### config.mk
export PLATFORM = sky130hd
export DESIGN_NAME = lpm_route_mem
export DESIGN_NICKNAME = d
export VERILOG_FILES = /design/src/hw/rtl/lpm_route_mem.sv
export SDC_FILE = /design/constraint.sdc
export NUM_CORES = 1
export LEC_CHECK = 0
export BUFFER_PORTS_ARGS = -buffer_cell sky130_fd_sc_hd__buf_4
export CORE_MARGIN = 4
export CORE_UTILIZATION = 67
export DETAILED_ROUTE_END_ITERATION = 8
export GPL_ROUTABILITY_DRIVEN = 0
export PLACE_DENSITY_LB_ADDON = 0.1
export SLEW_MARGIN = 20
export SYNTH_ARGS = -nofsm -noshare
export SYNTH_HDL_FRONTEND = slang
export SYNTH_SLANG_ARGS = --single-unit
### constraint.sdc
create_clock -name clk -period 4.19 [get_ports clk]
set_input_delay 0.838 -clock clk [delete_from_list [all_inputs] [get_ports clk]]
set_output_delay 0.838 -clock clk [all_outputs]
set_load 0.005 [all_outputs]
### src/hw/rtl/lpm_route_mem.sv
// Generic single-port-write, single-port-read synchronous RAM.
// Registered read. No package dependency.
module lpm_route_mem #(
  parameter int DATA_W = 8,
  parameter int DEPTH  = 64,
  parameter int AW     = (DEPTH > 1) ? $clog2(DEPTH) : 1
) (
  input  logic              clk,
  input  logic              we,
  input  logic [AW-1:0]     waddr,
  input  logic [DATA_W-1:0] wdata,
  input  logic              re,
  input  logic [AW-1:0]     raddr,
  output logic [DATA_W-1:0] rdata
);

  logic [DATA_W-1:0] mem [DEPTH];

  // Write port
  always_ff @(posedge clk) begin
    if (we) begin
      mem[waddr] <= wdata;
    end
  end

  // Registered read port
  always_ff @(posedge clk) begin
    if (re) begin
      rdata <= mem[raddr];
    end
  end

endmodule

# Word-level counts from Yosys, hierarchy flattened
# Memory sizes are Yosys's and may differ from the RTL's. A register that Yosys moved wholly into a read port is not among the register bits.
# Cells that the tools add are included.
# W data, S select, Z words.
dict set report word_totals {
  register_bits 0
  latchBits 0
  mem_bits_rw 512
  romBits 0
  inputBits 23
  out_inout_bits 8
  word_cells 3
  mem_count 1
}
dict set report classes {
  addsub 0
  multipliers 0
  n_div 0
  magnitude_cmp 0
  eq_ne 0
  shift 0
  n_mux 2
  bitwise_logic 0
  n_reduce_logical 0
}
# name words width read_ports rd_ports_with_merged_regs write_ports line
set mem_list {}
lappend mem_list {mem 64 8 1 1 1 17} ;# logic [DATA_W-1:0] mem [DEPTH];
# op n
set ops {}
lappend ops {{$mux W1} 2}

# Logic depth before layout (Yosys ltp)
dict set report depth {
  depth_word 2
  ltp_mapped 9
  mapped_depth_nobuf 5
}

# Worst setup path after synthesis
# OpenSTA, ideal clock, no wires.
dict set report synth_path {
  path_kind {input -> register}
  from {input raddr[1]}
  to {register rdata[3] (read register of mem) (data pin)}
  setup_time_ns 0.266
  arrival_ns 2.378
  t_required_ns 3.924
  setup_slack_ns 1.546
  cell_stages 7
  n_path_buf 3
  cell_sequence {buf_4 > buf_2 > buf_2 > mux4_2 > mux4_2 > o21ai_1 > o41ai_1}
}
# item line
set synth_rtl {}
lappend synth_rtl {{start: declaration} 13} ;# input logic [AW-1:0] raddr,
lappend synth_rtl {{end: declaration} 14} ;# output logic [DATA_W-1:0] rdata

==> impl_metrics.py <==
metrics = {
    "run_status": {
        "status": "completed",
    },
    "worst_setup_path": {
        "startpoint_type": "input pin",
        "critPathMaxStageDelay_ns": 0.55,
        "worst-setup-path-type": "input pin to register",
        "reg2reg_slack_ns": 1.85,
        "crit_path_top_delay_cell": "buf_4",
        "cp_max_fo": 38,
        "end_kind": "register",
        "critPathRequiredTime_ns": 4.48,
        "crit_path_frequent_cell": "buf_4",
        "cp_cell_sequence": "buf_4 > buf_4 > nand2b_1 > a211oi_1 > nor4_1 > nor3_1 > o32ai_1",
        "cp_top_family": "buffers and inverters",
        "worst_ep_arrival_time_ns": 3.34,
        "crit_buf_inv": 2,
    },
    "power_and_ir_drop": {
        "pwr-share-comb": 0.049,
        "power_leakage_nw": 6.96,
        "ir_drop_mv": 0.378,
        "powerDensity_mw_per_mm2": 474,
        "switching_share": 0.200,
        "seqPwrFrac": 0.545,
        "p_sw_mw": 2.12,
        "clockPowerShare": 0.405,
        "p_int_mw": 8.49,
    },
    "timing": {
        "skew_ns": 0.0163,
        "relSlewSlack": 0.334,
        "worst_pin_slew_ns": 0.996,
        "min_period_ns": 3.05,
        "timing.final.crit_share": 0.729,
        "setup_viol": 0,
        "rsz0062_at_grt": "no",
        "maxSlewViolCount": 0,
        "hold_viol_final": 0,
        "tns_ns": 0,
        "whs_ns": 0.613,
        "max_freq_mhz": 327,
    },
    "clock_network": {
        "cts.htree.levels": 2,
        "postCtsSetupRepairBufs": 0,
        "clock-sinks": 520,
        "clk_latency_ns": 0.56,
        "cts_buffers": 49,
        "clk_pin_slew_worst_paths_ns": 0.06,
        "cts_root_buf": "clkbuf_16",
        "cts_tree": "done",
        "ctsResizeCount": 0,
        "cts_buffer_depth": 3,
        "hold_buffers": 0,
    },
    "synth": {
        "avgSynthCellArea_um2": 21.5,
        "syn_area_mm2": 0.0202,
        "syn_nets": 963,
        "synth_edf_count": 520,
        "ys_seq_area_frac": 0.771,
        "synthFlopType": "edfxtp_1",
        "yosysUniqueCellTypes": 39,
        "synth-async-reset-ratio": 0,
        "ys_ff_latch": 520,
        "ys_warn_count": 0,
        "netlist_instances": 940,
    },
    "grt": {
        "globalRouteOverflowTotal": 0,
        "grt_usage": 0.272,
        "grt_pass1_vias": 10053,
        "grt_pass1_wl_um": 66400,
        "grt_max_degree": 65,
        "antenna_found_initial": 1,
    },
    "floorplan": {
        "dieWidth_um": 182,
        "top_level_ports": 31,
        "die_h_um": 182,
        "die-area_mm2": 0.0331,
        "num_rows": 63,
        "initial_core_util": 0.681,
        "core_area_mm2": 0.0297,
    },
    "final_layout": {
        "drive_above_1_share": 0.253,
        "stdcell_area_mm2": 0.0224,
        "area_growth_pct": 10.4,
        "nFillCells": 1555,
        "fin_nets": 1010,
        "post-route-util": 0.753,
        "antenna_cells": 0,
    },
    "placement": {
        "place_area_mm2": 0.0208,
        "io_buffers": 30,
        "dp_hpwl_um": 26700,
    },
    "detailed_routing": {
        "drt_iter0_markers": 1457,
        "drc": 0,
        "dr.pass1.iters": 7,
        "num_vias": 9831,
        "wl_per_cell_um": 31.0,
        "wl_um": 43700,
        "viasPerCell": 6.97,
        "drtAntennaViolNets": 0,
    },
    "min_path": {
        "hold_class": "input pin to register",
    },
    "job": {
        "max_cap_violations": 0,
    },
}
==> stage by stage <==
step                      instances  worst slack (ns)  power, mW
after floorplan                 940              1.55       6.19
after global placement         1326             0.785       6.39
after detailed placement       1326             0.751       6.42
after CTS                      1411              1.31       10.6
after global routing           1411              1.13       10.9
final                          1411              1.14       10.6
==> Yosys cell counts, types with 6 or more instances <==
cell,n,share of area
o221ai_1,8,0.0035
nor2b_1,14,0.0043
nand2b_1,7,0.0022
edfxtp_1,520,0.77
buf_2,11,0.0027
a221oi_1,6,0.0026
mux2_2,13,0.0072
mux4_2,126,0.14
clkbuf_1,17,0.0032
nand2_1,19,0.0035
buf_4,13,0.0048
nand3_1,13,0.0032
mux2i_1,23,0.011
nor3_1,7,0.0017
o22ai_1,8,0.0025
nor2_1,83,0.015
==> path summary, 6_finish.rpt <==
check / start / to / depth (start not counted)
max: raddr[1] / rdata[6] / 7
min: re / rdata[2] / 1
max reg2reg: mem[20][6] / rdata[6] / 5
min reg2reg: mem[19][0] / rdata[0] / 4
==> registers in the layout, indices dropped and copies added (netlist names) <==
name,count
mem,512
rdata,8
==> cells in the final DEF (no fill, tap or decap), types with 3 or more instances in the layout <==
cell type and n:
edfxtp_1 520, mux4_2 126, nor2_1 83, clkbuf_16 51, buf_4 45, mux2i_1 23, nand2_1 19, nor2b_1 14
mux2_2 13, nand3_1 13, clkinv_1 10, o221ai_1 8, o22ai_1 8, clkinv_2 8, nand2b_1 7, clkbuf_1 7
a221oi_1 6, nor3_1 5, bufinv_16 5, a211oi_1 4, nand3b_1 3, a21oi_1 3, a22oi_1 3, o2111ai_1 3
o2bb2ai_1 3
==> power by group through the flow <==
stage | Sequential, mW | Combinational (mW) | Clock, mW
floorplan | 5.89 | 0.307 | 0
global placement | 5.89 | 0.501 | 0
detailed placement | 5.90 | 0.522 | 0
CTS | 5.79 | 0.525 | 4.33
global route | 5.79 | 0.556 | 4.59
finish | 5.79 | 0.525 | 4.30
==> layout make-up <==
class / instances / area (µm²) / area share
Multi-Input combinational cell: 369 / 4330 / 0.193
Sequential cell: 520 / 15600 / 0.698
Clock buffer: 58 / 1300 / 0.0582
Clock inverter: 27 / 260 / 0.0116
Timing Repair Buffer: 47 / 372 / 0.0166
Tap cell: 390 / 488 / 0.0218
==> routing by layer <==
metal  up-vias  part of all wire  track usage
li1       4023                 -            -
met1      5065              0.40        0.424
met2       636              0.48        0.414
met3       105              0.10       0.0497
met4         2             0.025       0.0687
met5         -           0.00023            0
==> cell families (layout without fill, tap and decap cells) <==
group                  Yosys count  after routing  share of synthesized area
AOI/OAI and AO/OA               54             54                     0.0206
buffers and inverters           51            132                     0.0156
DFF                            520            520                      0.771
muxes                          162            162                      0.159
and+or+nand+nor                153            153                     0.0337
==> worst reg2reg max path, delay by kind of cell, from the launching register on <==
family / cells / cell delay (ns)
AND/OR/NAND/NOR: 1 / 0.46
flip-flops: 1 / 0.39
AO/OA/AOI/OAI: 2 / 0.46
multiplexers: 2 / 0.76
Note: power is estimated with default switching activity, not from simulation.
