<file path="src/hw/rtl/lpm_pkg.sv">
// Shared types, constants and helpers for the IPv4 longest-prefix route table.
// Used by lpm_ctrl and the top level; no dependencies.
package lpm_pkg;

  // Table geometry
  localparam int MAX_ROUTES = 64;
  localparam int IDX_W      = (MAX_ROUTES > 1) ? $clog2(MAX_ROUTES) : 1;
  localparam int CNT_W      = $clog2(MAX_ROUTES + 1);

  // Field widths
  localparam int ADDR_W   = 32;
  localparam int PFX_W    = 6;
  localparam int METRIC_W = 16;
  localparam int COUNT_W  = 7;
  localparam int OP_W     = 2;
  localparam int CFG_IDX_W = 1;
  localparam int CFG_DATA_W = 32;

  localparam logic [PFX_W-1:0] PFX_MAX = PFX_W'(32);

  // Item operation codes
  typedef enum logic [OP_W-1:0] {
    OP_LOOKUP = 2'd0,
    OP_ADD    = 2'd1,
    OP_CLEAR  = 2'd2
  } op_t;

  // Configuration register indexes
  typedef enum logic [CFG_IDX_W-1:0] {
    CFG_ENABLE = 1'b0,
    CFG_LOCAL  = 1'b1
  } cfg_idx_t;

  // Controller states
  typedef enum logic [1:0] {
    ST_IDLE,
    ST_SCAN,
    ST_DONE
  } state_t;

  // One stored route
  typedef struct packed {
    logic [ADDR_W-1:0]   net;
    logic [PFX_W-1:0]    pfx;
    logic [ADDR_W-1:0]   via;
    logic [METRIC_W-1:0] metric;
  } route_entry_t;

  localparam int ENTRY_W = $bits(route_entry_t);

  // Route memory access request from the controller
  typedef struct packed {
    logic         we;
    logic [IDX_W-1:0] waddr;
    route_entry_t wentry;
    logic         re;
    logic [IDX_W-1:0] raddr;
  } mem_req_t;

  // Netmask for a prefix length; lengths of 32 and above give all ones
  function automatic logic [ADDR_W-1:0] prefix_mask(input logic [PFX_W-1:0] pfx);
    logic [ADDR_W-1:0] m;
    if (pfx == '0) begin
      m = '0;
    end else if (pfx >= PFX_MAX) begin
      m = '1;
    end else begin
      m = ~({ADDR_W{1'b1}} >> pfx);
    end
    return m;
  endfunction

endpackage

</file>
<file path="src/hw/rtl/lpm_ctrl.sv">
// Route table controller: item sequencing, add/clear, linear lookup scan,
// config registers and result register. Depends on lpm_pkg.
module lpm_ctrl (
  input  logic                          clk,
  input  logic                          rst_n,
  // item input
  input  logic                          in_valid,
  output logic                          in_ready,
  input  logic [lpm_pkg::OP_W-1:0]      operation,
  input  logic [lpm_pkg::ADDR_W-1:0]    dest_addr,
  input  logic [lpm_pkg::ADDR_W-1:0]    route_net,
  input  logic [lpm_pkg::PFX_W-1:0]     route_prefix,
  input  logic [lpm_pkg::ADDR_W-1:0]    route_via,
  input  logic [lpm_pkg::METRIC_W-1:0]  route_metric,
  // result output
  output logic                          res_valid,
  input  logic                          res_ready,
  output logic                          status,
  output logic                          override,
  output logic                          match_found,
  output logic [lpm_pkg::PFX_W-1:0]     match_prefix,
  output logic [lpm_pkg::ADDR_W-1:0]    match_via,
  output logic [lpm_pkg::METRIC_W-1:0]  match_metric,
  output logic [lpm_pkg::COUNT_W-1:0]   entry_count,
  // config writes
  input  logic                          cfg_we,
  input  logic [lpm_pkg::CFG_IDX_W-1:0] cfg_addr,
  input  logic [lpm_pkg::CFG_DATA_W-1:0] cfg_wdata,
  // route memory
  output lpm_pkg::mem_req_t             mem_req,
  input  lpm_pkg::route_entry_t         mem_rdata
);

  import lpm_pkg::*;

  state_t state_r, state_nxt;

  logic                enable_r;
  logic [ADDR_W-1:0]   local_r;
  logic [CNT_W-1:0]    count_r, count_nxt;
  logic [CNT_W-1:0]    rd_idx_r;
  logic                rvalid_r;
  logic [ADDR_W-1:0]   dest_r;

  logic                status_r;
  logic                found_r;
  logic [PFX_W-1:0]    best_pfx_r;
  logic [ADDR_W-1:0]   best_via_r;
  logic [METRIC_W-1:0] best_met_r;

  logic                out_valid_r;
  logic                out_status_r, out_ovr_r, out_found_r;
  logic [PFX_W-1:0]    out_pfx_r;
  logic [ADDR_W-1:0]   out_via_r;
  logic [METRIC_W-1:0] out_met_r;
  logic [COUNT_W-1:0]  out_cnt_r;

  logic                accept;
  logic                rd_en;
  logic                load_out;
  logic                full;
  logic [PFX_W-1:0]    add_pfx;
  logic [ADDR_W-1:0]   rd_mask;
  logic                hit;
  logic                ovr;

  assign accept  = in_valid && in_ready;
  assign full    = (count_r >= CNT_W'(MAX_ROUTES));
  assign add_pfx = (route_prefix > PFX_MAX) ? PFX_MAX : route_prefix;

  // Next-state logic
  always_comb begin
    state_nxt = state_r;
    unique case (state_r)
      ST_IDLE: begin
        if (in_valid) begin
          state_nxt = (operation == OP_LOOKUP) ? ST_SCAN : ST_DONE;
        end
      end
      ST_SCAN: begin
        if (!rd_en && !rvalid_r) begin
          state_nxt = ST_DONE;
        end
      end
      ST_DONE: begin
        if (!out_valid_r || res_ready) begin
          state_nxt = ST_IDLE;
        end
      end
      default: state_nxt = ST_IDLE;
    endcase
  end

  // State outputs
  always_comb begin
    in_ready = 1'b0;
    rd_en    = 1'b0;
    load_out = 1'b0;
    unique case (state_r)
      ST_IDLE: in_ready = 1'b1;
      ST_SCAN: rd_en    = (rd_idx_r < count_r);
      ST_DONE: load_out = !out_valid_r || res_ready;
      default: ;
    endcase
  end

  // Route memory request: store on add, one read per scan cycle
  always_comb begin
    mem_req.we            = accept && (operation == OP_ADD) && !full;
    mem_req.waddr         = count_r[IDX_W-1:0];
    mem_req.wentry.net    = route_net & prefix_mask(add_pfx);
    mem_req.wentry.pfx    = add_pfx;
    mem_req.wentry.via    = route_via;
    mem_req.wentry.metric = route_metric;
    mem_req.re            = rd_en;
    mem_req.raddr         = rd_idx_r[IDX_W-1:0];
  end

  // Entry count update
  always_comb begin
    count_nxt = count_r;
    if (accept) begin
      case (operation)
        OP_ADD:   if (!full) count_nxt = count_r + CNT_W'(1);
        OP_CLEAR: count_nxt = '0;
        default:  ;
      endcase
    end
  end

  // Compare stage on the word returned by the memory
  assign rd_mask = prefix_mask(mem_rdata.pfx);
  assign hit     = rvalid_r && ((dest_r & rd_mask) == (mem_rdata.net & rd_mask))
                   && (mem_rdata.pfx > best_pfx_r);

  assign ovr = found_r && enable_r && (local_r != '0) && (dest_r != local_r);

  // Control registers
  always_ff @(posedge clk) begin
    if (!rst_n) begin
      state_r     <= ST_IDLE;
      enable_r    <= 1'b0;
      local_r     <= '0;
      count_r     <= '0;
      rd_idx_r    <= '0;
      rvalid_r    <= 1'b0;
      out_valid_r <= 1'b0;
    end else begin
      state_r  <= state_nxt;
      count_r  <= count_nxt;
      rvalid_r <= rd_en;
      if (accept) begin
        rd_idx_r <= '0;
      end else if (rd_en) begin
        rd_idx_r <= rd_idx_r + CNT_W'(1);
      end
      if (cfg_we) begin
        unique case (cfg_idx_t'(cfg_addr))
          CFG_ENABLE: enable_r <= cfg_wdata[0];
          CFG_LOCAL:  local_r  <= cfg_wdata[ADDR_W-1:0];
          default:    ;
        endcase
      end
      if (load_out) begin
        out_valid_r <= 1'b1;
      end else if (res_ready) begin
        out_valid_r <= 1'b0;
      end
    end
  end

  // Working result and best-match registers
  always_ff @(posedge clk) begin
    if (accept) begin
      dest_r     <= dest_addr;
      status_r   <= (operation == OP_ADD) && full;
      found_r    <= 1'b0;
      best_pfx_r <= '0;
      best_via_r <= '0;
      best_met_r <= '0;
    end else if (hit) begin
      found_r    <= 1'b1;
      best_pfx_r <= mem_rdata.pfx;
      best_via_r <= mem_rdata.via;
      best_met_r <= mem_rdata.metric;
    end
  end

  // Output word register
  always_ff @(posedge clk) begin
    if (load_out) begin
      out_status_r <= status_r;
      out_ovr_r    <= ovr;
      out_found_r  <= found_r;
      out_pfx_r    <= best_pfx_r;
      out_via_r    <= best_via_r;
      out_met_r    <= best_met_r;
      out_cnt_r    <= COUNT_W'(count_r);
    end
  end

  assign res_valid    = out_valid_r;
  assign status       = out_status_r;
  assign override     = out_ovr_r;
  assign match_found  = out_found_r;
  assign match_prefix = out_pfx_r;
  assign match_via    = out_via_r;
  assign match_metric = out_met_r;
  assign entry_count  = out_cnt_r;

  // Checks
  a_count_bound: assert property (@(posedge clk) disable iff (!rst_n)
    count_r <= CNT_W'(MAX_ROUTES))
    else $error("route count above table size");

  a_rvalid_in_scan: assert property (@(posedge clk) disable iff (!rst_n)
    rvalid_r |-> (state_r == ST_SCAN))
    else $error("memory read data outside scan");

  a_add_counts: assert property (@(posedge clk) disable iff (!rst_n)
    (accept && (operation == OP_ADD) && !full) |=> (count_r == $past(count_r) + CNT_W'(1)))
    else $error("add did not advance count");

  a_best_pfx_bound: assert property (@(posedge clk) disable iff (!rst_n)
    best_pfx_r <= PFX_MAX)
    else $error("best prefix above 32");

endmodule
</file>
<file path="config.mk">
export PLATFORM = sky130hd
export DESIGN_NAME = lpm_ctrl
export DESIGN_NICKNAME = d
export VERILOG_FILES = /design/src/hw/rtl/lpm_pkg.sv /design/src/hw/rtl/lpm_ctrl.sv
export SDC_FILE = /design/constraint.sdc
export NUM_CORES = 1
export LEC_CHECK = 0
export BUFFER_PORTS_ARGS = -buffer_cell sky130_fd_sc_hd__buf_2
export CAP_MARGIN = 20
export CORE_AREA = 2 2 160 162
export DETAILED_ROUTE_END_ITERATION = 10
export DIE_AREA = 0 0 162 164
export PLACE_DENSITY = 0.69
export SLEW_MARGIN = 10
export SYNTH_ARGS = -nofsm -noshare
export SYNTH_HDL_FRONTEND = slang
export SYNTH_SLANG_ARGS = --single-unit
</file>
<file path="constraint.sdc">
create_clock -name clk -period 6 [get_ports clk]
set_input_delay 0.3 -clock clk [delete_from_list [all_inputs] [get_ports clk]]
set_output_delay 0.3 -clock clk [all_outputs]
set_load 0.03 [all_outputs]
</file>
Word level (Yosys, flattened, before mapping)

Cells that the tools add are included.

Shift-type cells: 2
Equal/unequal tests: 10
$lt $le $gt $ge: 6
Add/sub/neg operators: 2
Multiplexer cells: 17
Bitwise gates (word level): 7
Reductions and logical operators: 27

Operators by type and width:

| cell                  | number |
|---|---|
| $mux 32               | 4 |
| $and 32x32->32        | 3 |
| $not 32->32           | 2 |
| $shr 32x6->32 const A | 2 |
| $eq 32x32->1          | 1 |
| $ne 32x32->1          | 1 |
| $reduce_bool 32->1    | 1 |
| $add 7x1->7 const B   | 2 |
| $pmux 7 s2            | 1 |
| $ge 6x6->1 const B    | 2 |
| $logic_not 6->1       | 2 |
| $logic_and 1x1->1     | 10 |
| $mux 2                | 4 |
| $ne 2x2->1 const B    | 4 |
| $ge 7x7->1 const B    | 1 |
| $lt 7x7->1            | 1 |
| $mux 7                | 1 |
| $gt 6x6->1            | 1 |
| $gt 6x6->1 const B    | 1 |
| $mux 6                | 1 |
| $pmux 2 s3            | 1 |
| $reduce_and 3->1      | 2 |
| $mux 1                | 5 |
| $eq 2x1->1 const B    | 2 |
| other kinds (8)       | 16 |

Output and inout bits: 166
Logic and storage cells: 91
Bits in registers: 203
Input bits: 244

Longest topological paths before layout

Gate-level depths: netlist of run 1.

Depth in word-level cells: 8
Mapped depth: 12
Gate-level depth less buffers: 9

Worst setup path after synthesis of run 1

Ideal clock, no wire load.

Kind: register to register
Start: register out_valid_r (netlist: res_valid)
End: register out_cnt_r[0] (netlist: entry_count[0]) (enable)
Setup time: 486 ps
Buffers on the path: 0
Cell stages (with the launch flop): 3
Clock period less this slack: 3755 ps
Data required time: 5514 ps
Slack: 2245 ps
Data arrival time: 3269 ps
Cells stage by stage: dfxtp_1 > nor2b_1 > nor2_1

Cells in the longest elaborated chain, start to end: 3

Ends and longest elaborated chain:

| element                | line            | RTL |
|---|---|---|
| start, declared        | lpm_ctrl.sv:51  | `logic out_valid_r;` |
| start signal, assigned | lpm_ctrl.sv:147 | `out_valid_r <= 1'b0;` |
| start signal, assigned | lpm_ctrl.sv:165 | `out_valid_r <= 1'b1;` |
| start signal, assigned | lpm_ctrl.sv:167 | `out_valid_r <= 1'b0;` |
| $logic_not 1->1        | lpm_ctrl.sv:102 | `ST_DONE: load_out = !out_valid_r \|\| res_ready;` |
| $logic_or 1x1->1       | lpm_ctrl.sv:102 |  |
| $mux 1                 | lpm_ctrl.sv:99  | `unique case (state_r)` |
| net load_out           | lpm_ctrl.sv:60  | `logic load_out;` |
| end signal, assigned   | lpm_ctrl.sv:198 | `out_cnt_r <= COUNT_W'(count_r);` |
| end, declared          | lpm_ctrl.sv:56  | `logic [COUNT_W-1:0] out_cnt_r;` |

The timed path passes the listed nets, and every way through them passes these cells.
A chain may end at the register's enable or synchronous reset.

Worst setup path after layout of run 1

Start: register best_pfx_r[5]
End: register best_via_r[10]

Cells in the longest elaborated chain, start to end: 2

Ends and longest elaborated chain:

| element                | line            | RTL |
|---|---|---|
| start, declared        | lpm_ctrl.sv:47  | `logic [PFX_W-1:0] best_pfx_r;` |
| start signal, assigned | lpm_ctrl.sv:183 | `best_pfx_r <= mem_rdata.pfx;` |
| $gt 6x6->1             | lpm_ctrl.sv:134 | `&& (mem_rdata.pfx > best_pfx_r);` |
| $logic_and 1x1->1      | lpm_ctrl.sv:134 |  |
| end signal, assigned   | lpm_ctrl.sv:184 | `best_via_r <= mem_rdata.via;` |
| end, declared          | lpm_ctrl.sv:48  | `logic [ADDR_W-1:0] best_via_r;` |

No other way between the ends.

==> results of run 1 <==
report_power, final:
| group | switching (mW) | internal (mW) |
|---|---|---|
| clock | 0.511 | 0.753 |
| sequential | 0.0387 | 1.50 |
| combinational | 0.250 | 0.159 |
layout make-up:
| cell class | instances | area (um2) | area share [%] |
|---|---|---|---|
| antenna | 2 | 5.005 | 0.04346 |
| clock buffer | 27 | 568.0 | 4.933 |
| clock inverter | 10 | 98.84 | 0.8584 |
| inverter | 21 | 78.83 | 0.6846 |
| multi-input combinational | 532 | 3447 | 29.94 |
| sequential | 203 | 5035 | 43.72 |
| tap | 330 | 412.9 | 3.586 |
| timing repair buffer | 340 | 1869 | 16.23 |
layer usage:
metal | up-vias | wire, um | global-route usage, %
li1 | 3453 | - | -
met1 | 3334 | 11100 | 24.17
met2 | 319 | 11460 | 28.78
met3 | 49 | 2083 | 4.773
met4 | 2 | 636 | 5.390
met5 | - | 7 | 0
worst max-delay path, delay by kind of cell, from the launching register on:
family	cells	cell delay [ps]
compound gates	1	90
simple gates	5	1660
fa+ha+maj	1	280
buf+inv	1	50
flops	1	340
mux	1	450
cells in the mapped netlist (6+ instances only):
cell	number	area, um2
a21boi_0	14	105.1
a21o_1	6	45.04
a21oi_1	57	285.3
and2_1	9	56.30
buf_4	61	457.9
buf_6	7	78.83
clkbuf_1	30	112.6
dfxtp_1	106	2122
edfxtp_1	97	2913
ha_1	17	212.7
inv_1	19	71.32
mux2i_1	56	560.5
nand2_1	84	315.3
nand4_1	14	87.58
nor2_1	81	304.0
nor2b_1	11	68.82
nor3_1	6	30.03
nor4_1	11	68.82
o21a_1	19	142.6
o21ai_0	12	60.06
or3_1	7	43.79
xnor2_1	47	411.6
xor2_1	25	219.0
registers in the layout, summed over array words and instances, names as in the netlist:
register and flops:
local_r 32, match_via 32, best_via_r 32, state_r 2
match_prefix 6, dest_r 32, best_met_r 16, match_found 1
best_pfx_r 6, status 1, res_valid 1, enable_r 1
rvalid_r 1, found_r 1, status_r 1, match_metric 16
count_r 7, override 1, entry_count 7, rd_idx_r 7
worst max-delay path by stage:
| stage | end | slack, ps | cells past startpoint |
|---|---|---|---|
| floorplan | entry_count[0]$_DFFE_PP_ | 2250 | 2 |
| global placement | best_via_r[30]$_SDFFE_PP0P_ | 2740 | 8 |
| detailed placement | best_via_r[20]$_SDFFE_PP0P_ | 2600 | 8 |
| CTS | best_via_r[10]$_SDFFE_PP0P_ | 2880 | 9 |
| global route | best_via_r[31]$_SDFFE_PP0P_ | 2610 | 9 |
| finish | best_via_r[10]$_SDFFE_PP0P_ | 2940 | 9 |
kinds of logic (layout without fill, tap and decap cells):
kind of cell,count (synthesis),after routing
other,0,2
flip-flops,203,203
AND/OR/NAND/NOR,243,243
XOR/XNOR,72,72
multiplexers,56,56
adder cells (fa/ha/maj),17,17
buffers and inverters,125,398
AO/OA/AOI/OAI,144,144
repair_timing:
item                      CTS  global route
resized for setup           0             0
hold buffers               24             0
hold endpoints to repair   24             0
==> impl_metrics.csv, run 1 <==
group,metric,value,unit
worst_setup_path,worstSetupStartpointType,"flop",
global_routing,antenna_found_initial,3,
layout,final_nets,1380,
yosys,muxShareOfSynthArea,6.082,%
worst_setup_path,cp_slowest_cell,"nand3_4",
run_status,status,"finished clean",
worst_setup_path,rr_endpoint,"best_via_r[10]$_SDFFE_PP0P_",
routing,wirelength,25.29,mm
global_routing,grt_pass1_wl,37.27,mm
yosys,synth_top_family_by_area,"simple AND/OR/NAND/NOR gates",
yosys,synth-edff-count,97,
cts,clock-sinks,203,
layout,design_area,11510,um2
cts,cts_root_buf,"clkbuf_16",
timing,clock_skew,18.97,ps
yosys,postSynthAreaPerCell,10.72,um2
global_routing,track_usage,18.06,%
yosys,yosys.area_share.simple,11.97,%
placement,gp_congestion,0.8841,
worst_setup_path,crit_start,"best_pfx_r[5]$_SDFFE_PP0P_",
worst_setup_path,r2r_setup_slack,2940,ps
worst_setup_path,critPathArrivalTime,3410,ps
cts,cts_tree,"done",
floorplanning,die_h,164,um
placement,hpwlAfterDp,18.89,mm
worst_setup_path,path_max_fanout,55,
routing,drtAntennaViolNets,0,
yosys,yosysWarningCount,0,
layout,area_growth,24.94,%
routing,via_per_inst,4.885,
timing,fin_hold_ws,23.32,ps
hold_path,min_to,"dest_r[4]$_DFFE_PP_",
timing,max_freq,327.2,MHz
timing,drv_slew,0,
power,leakage,5.106,nW
yosys,yosysSeqAreaShare,54.63,%
cts,clock_latency,490,ps
worst_setup_path,critPathCaptureType,"flop",
timing,tns,0,ps
placement,dpl_cell_area,10550,um2
worst_setup_path,worst_r2r_path_depth,9,
yosys,yosysUniqueCellTypes,53,
layout,final_cells,1465,
global_routing,grt_pass1_vias,6807,
floorplanning,fp.coreArea,24820,um2
layout,final_common_cell,"buf_2",
yosys,synth_cells,860,
worst_setup_path,r2r_start,"best_pfx_r[5]$_SDFFE_PP0P_",
job,max-cap-violations,0,
layout,fin_util,46.40,%
hold_path,hp-start,"dest_addr[4]",
timing,slew_headroom,29.96,%
cts,htree_levels,1,
yosys,synthXorXnorAreaFrac,6.842,%
cts,path_clk_slew,60,ps
cts,max-clock-path-buffers,3,
worst_setup_path,max_stage_delay,840,ps
yosys,synthArstFlopShare,0,%
yosys,synth_seq_cells,203,
power,ir_drop,0.2186,mV
floorplanning,row_count,58,
floorplanning,start_util,37.13,%
floorplanning,io_pins,410,
hold_path,hp-class,"in2reg",
worst_setup_path,crit_type,"reg2reg",
yosys,synth_compound_area_share,9.951,%
worst_setup_path,worstPathRequired,6360,ps
yosys,synth_ff_type,"dfxtp_1",
routing,vias,7157,
routing,drc,0,
layout,final_cell_mix,"buf_2, dfxtp_1, edfxtp_1",
power,powerDensity,279.4,nW/um2
yosys,synthesis.nets,1121,
timing,setup_violations,0,
floorplanning,die-width,162,um
layout,fillCellCount,2362,
routing,drt_iter0_drc,633,
timing,rsz0062_at_grt,"no",
power,total_power,3.217,mW
placement,place_ws,2596,ps
routing,post_drt_wl_per_cell,17.26,um
cts,postCtsSetupRepairBufs,0,
cts,numCtsBuffers,21,
hold_path,worstHoldPathCells,1,
placement,portBuffers,313,
timing,min_period,3056,ps
global_routing,grt_start_max_net_pins,92,
routing,dr.pass1.iters,5,
placement,placedCellCount,1400,
timing,worst_slew_pin_slew,1048,ps
yosys,synth-adder-area-share,2.308,%
worst_setup_path,crit_chain,"inv_1 -> ha_1 -> and4_1 -> nand3_1 -> o2111ai_1 -> nor4_1 -> nand3_4 -> mux2i_1 -> nor2_1",
global_routing,overflow,0,
timing,final_hold_viol_count,0,
floorplanning,die_area,26570,um2
timing,fin_crit_sh,50.93,%
layout,drive_gt1_share,31.16,%
yosys,netlist_area,9216,um2
timing,worst_slack,2944,ps
Power figures use the tool's default switching activity.
==> inputs of run 2 (changes only) <==
CORE_AREA = 2 2 159 161   (was 2 2 160 162)
DIE_AREA = 0 0 161 163   (was 0 0 162 164)
PLACE_DENSITY = 0.73   (was 0.69)
clock period = 2.7 ns   (was 6 ns; I/O delays follow)
==> impl_metrics.csv, run 2 (same netlist as run 1, synthesis figures left out) <==
group,metric,value,unit
run_status,status,"finished clean",
routing,drtAntennaViolNets,0,
worst_setup_path,critPathArrivalTime,2280,ps
hold_path,hp-start,"cfg_addr",
floorplanning,fp.coreArea,24670,um2
timing,setup_violations,0,
layout,final_nets,1475,
timing,max_freq,413.9,MHz
layout,final_common_cell,"buf_2",
cts,max-clock-path-buffers,3,
floorplanning,io_pins,410,
cts,postCtsSetupRepairBufs,0,
worst_setup_path,rr_endpoint,"best_met_r[11]$_SDFFE_PP0P_",
routing,vias,7533,
cts,clock_latency,510,ps
cts,cts_root_buf,"clkbuf_16",
global_routing,grt_pass1_wl,40.86,mm
global_routing,antenna_found_initial,3,
worst_setup_path,worstSetupStartpointType,"flop",
cts,path_clk_slew,60,ps
floorplanning,die_area,26240,um2
global_routing,track_usage,20.05,%
timing,clock_skew,14.98,ps
worst_setup_path,r2r_start,"best_pfx_r[3]$_SDFFE_PP0P_",
timing,min_period,2416,ps
cts,clock-sinks,203,
cts,cts_tree,"done",
timing,rsz0062_at_grt,"no",
floorplanning,row_count,58,
routing,drt_iter0_drc,485,
global_routing,overflow,0,
power,ir_drop,0.3443,mV
global_routing,grt_pass1_vias,7442,
layout,drive_gt1_share,29.54,%
floorplanning,die-width,161,um
timing,slew_headroom,30.56,%
layout,area_growth,35.23,%
layout,fillCellCount,2216,
layout,final_cell_mix,"buf_2, dlygate4sd3_1, dfxtp_1",
floorplanning,die_h,163,um
routing,dr.pass1.iters,5,
power,leakage,5.509,nW
worst_setup_path,path_max_fanout,6,
worst_setup_path,critPathCaptureType,"output pin",
timing,fin_hold_ws,47.03,ps
routing,post_drt_wl_per_cell,17.66,um
placement,hpwlAfterDp,19.20,mm
global_routing,grt_start_max_net_pins,56,
cts,numCtsBuffers,22,
timing,final_hold_viol_count,0,
power,powerDensity,593.3,nW/um2
placement,portBuffers,313,
timing,tns,0,ps
worst_setup_path,r2r_setup_slack,280,ps
worst_setup_path,worstPathRequired,2570,ps
timing,drv_slew,0,
worst_setup_path,crit_type,"reg2out",
layout,fin_util,50.51,%
cts,htree_levels,1,
timing,worst_slew_pin_slew,1039,ps
routing,drc,0,
timing,fin_crit_sh,89.48,%
job,max-cap-violations,0,
placement,place_ws,198.0,ps
timing,worst_slack,284.0,ps
hold_path,min_to,"enable_r$_SDFFE_PN0P_",
routing,via_per_inst,4.826,
routing,wirelength,27.56,mm
placement,gp_congestion,0.8516,
floorplanning,start_util,37.35,%
hold_path,hp-class,"in2reg",
worst_setup_path,worst_r2r_path_depth,10,
hold_path,worstHoldPathCells,4,
## run 2: changes by cell type in the layout (fill, tap and decap cells not counted), moves of 2 or more
cell and delta:
buf_4 +5, dlygate4sd3_1 +90, clkinvlp_4 +2, clkinv_1 -3
buf_16 -2, clkbuf_16 +2
## run 2: cell type report
cell class / instances / area [um2] / area share [%]
Multi-Input combinational cell: 532 / 3451 / 27.69
Antenna cell: 2 / 5.005 / 0.04016
Tap cell: 330 / 412.9 / 3.313
Clock inverter: 10 / 90.09 / 0.7228
Timing Repair Buffer: 434 / 2773 / 22.25
Sequential cell: 203 / 5035 / 40.40
Inverter: 21 / 78.83 / 0.6325
Clock buffer: 29 / 618.1 / 4.959
## run 2: metrics by stage
stage,power [mW],std cells,instance area (um2)
2_1_floorplan,4.140,860,9219
3_3_place_gp,4.375,1406,10610
3_5_place_dp,4.382,1406,10610
4_1_cts,7.464,1559,12450
5_1_grt,7.690,1561,12460
6_report,7.395,1561,12460
## run 2: critical path: stages, from the launching register on
cell and delay (ps):
dfxtp_1 420, inv_1 60, ha_1 270, a21o_1 100
a21oi_1 60, o21a_1 220, o21ai_2 290, inv_2 140
buf_2 210
## run 2: where the power goes
group          internal (mW)  switching, mW  leakage (nW)
clock                   1.72           1.23         0.343
combinational          0.433          0.585          3.37
sequential              3.34         0.0900          1.79
## run 2: per-layer routing
metal  global-route usage (%)  wire [um]  vias to the layer above
met5                        0         12                        -
met4                    4.545        402                        2
met3                    4.940       2082                       33
met2                    34.28      13390                      314
met1                    25.74      11680                     3543
li1                         -          -                     3641
## run 2: worst max-delay path by stage
stage                             from                    endpoint  slack, ps  depth (start not counted)
3_3_place_gp             mem_rdata[53]  best_via_r[7]$_SDFFE_PP0P_        250                          9
6_report       count_r[1]$_SDFFE_PN0P_                  mem_req[6]        280                          8
5_1_grt        count_r[1]$_SDFFE_PN0P_                  mem_req[6]        130                          8
3_5_place_dp             mem_rdata[53]  best_met_r[1]$_SDFFE_PP0P_        200                          9
2_1_floorplan   res_valid$_SDFFE_PN0P_    entry_count[0]$_DFFE_PP_          1                          2
4_1_cts        count_r[1]$_SDFFE_PN0P_                  mem_req[6]        110                          8
## run 2: repair_timing
| action | in CTS | in global routing |
|---|---|---|
| hold buffers | 114 | 0 |
| resized for setup | 0 | 1 |
| setup endpoints to repair | 0 | 1 |
| hold endpoints to repair | 115 | 0 |
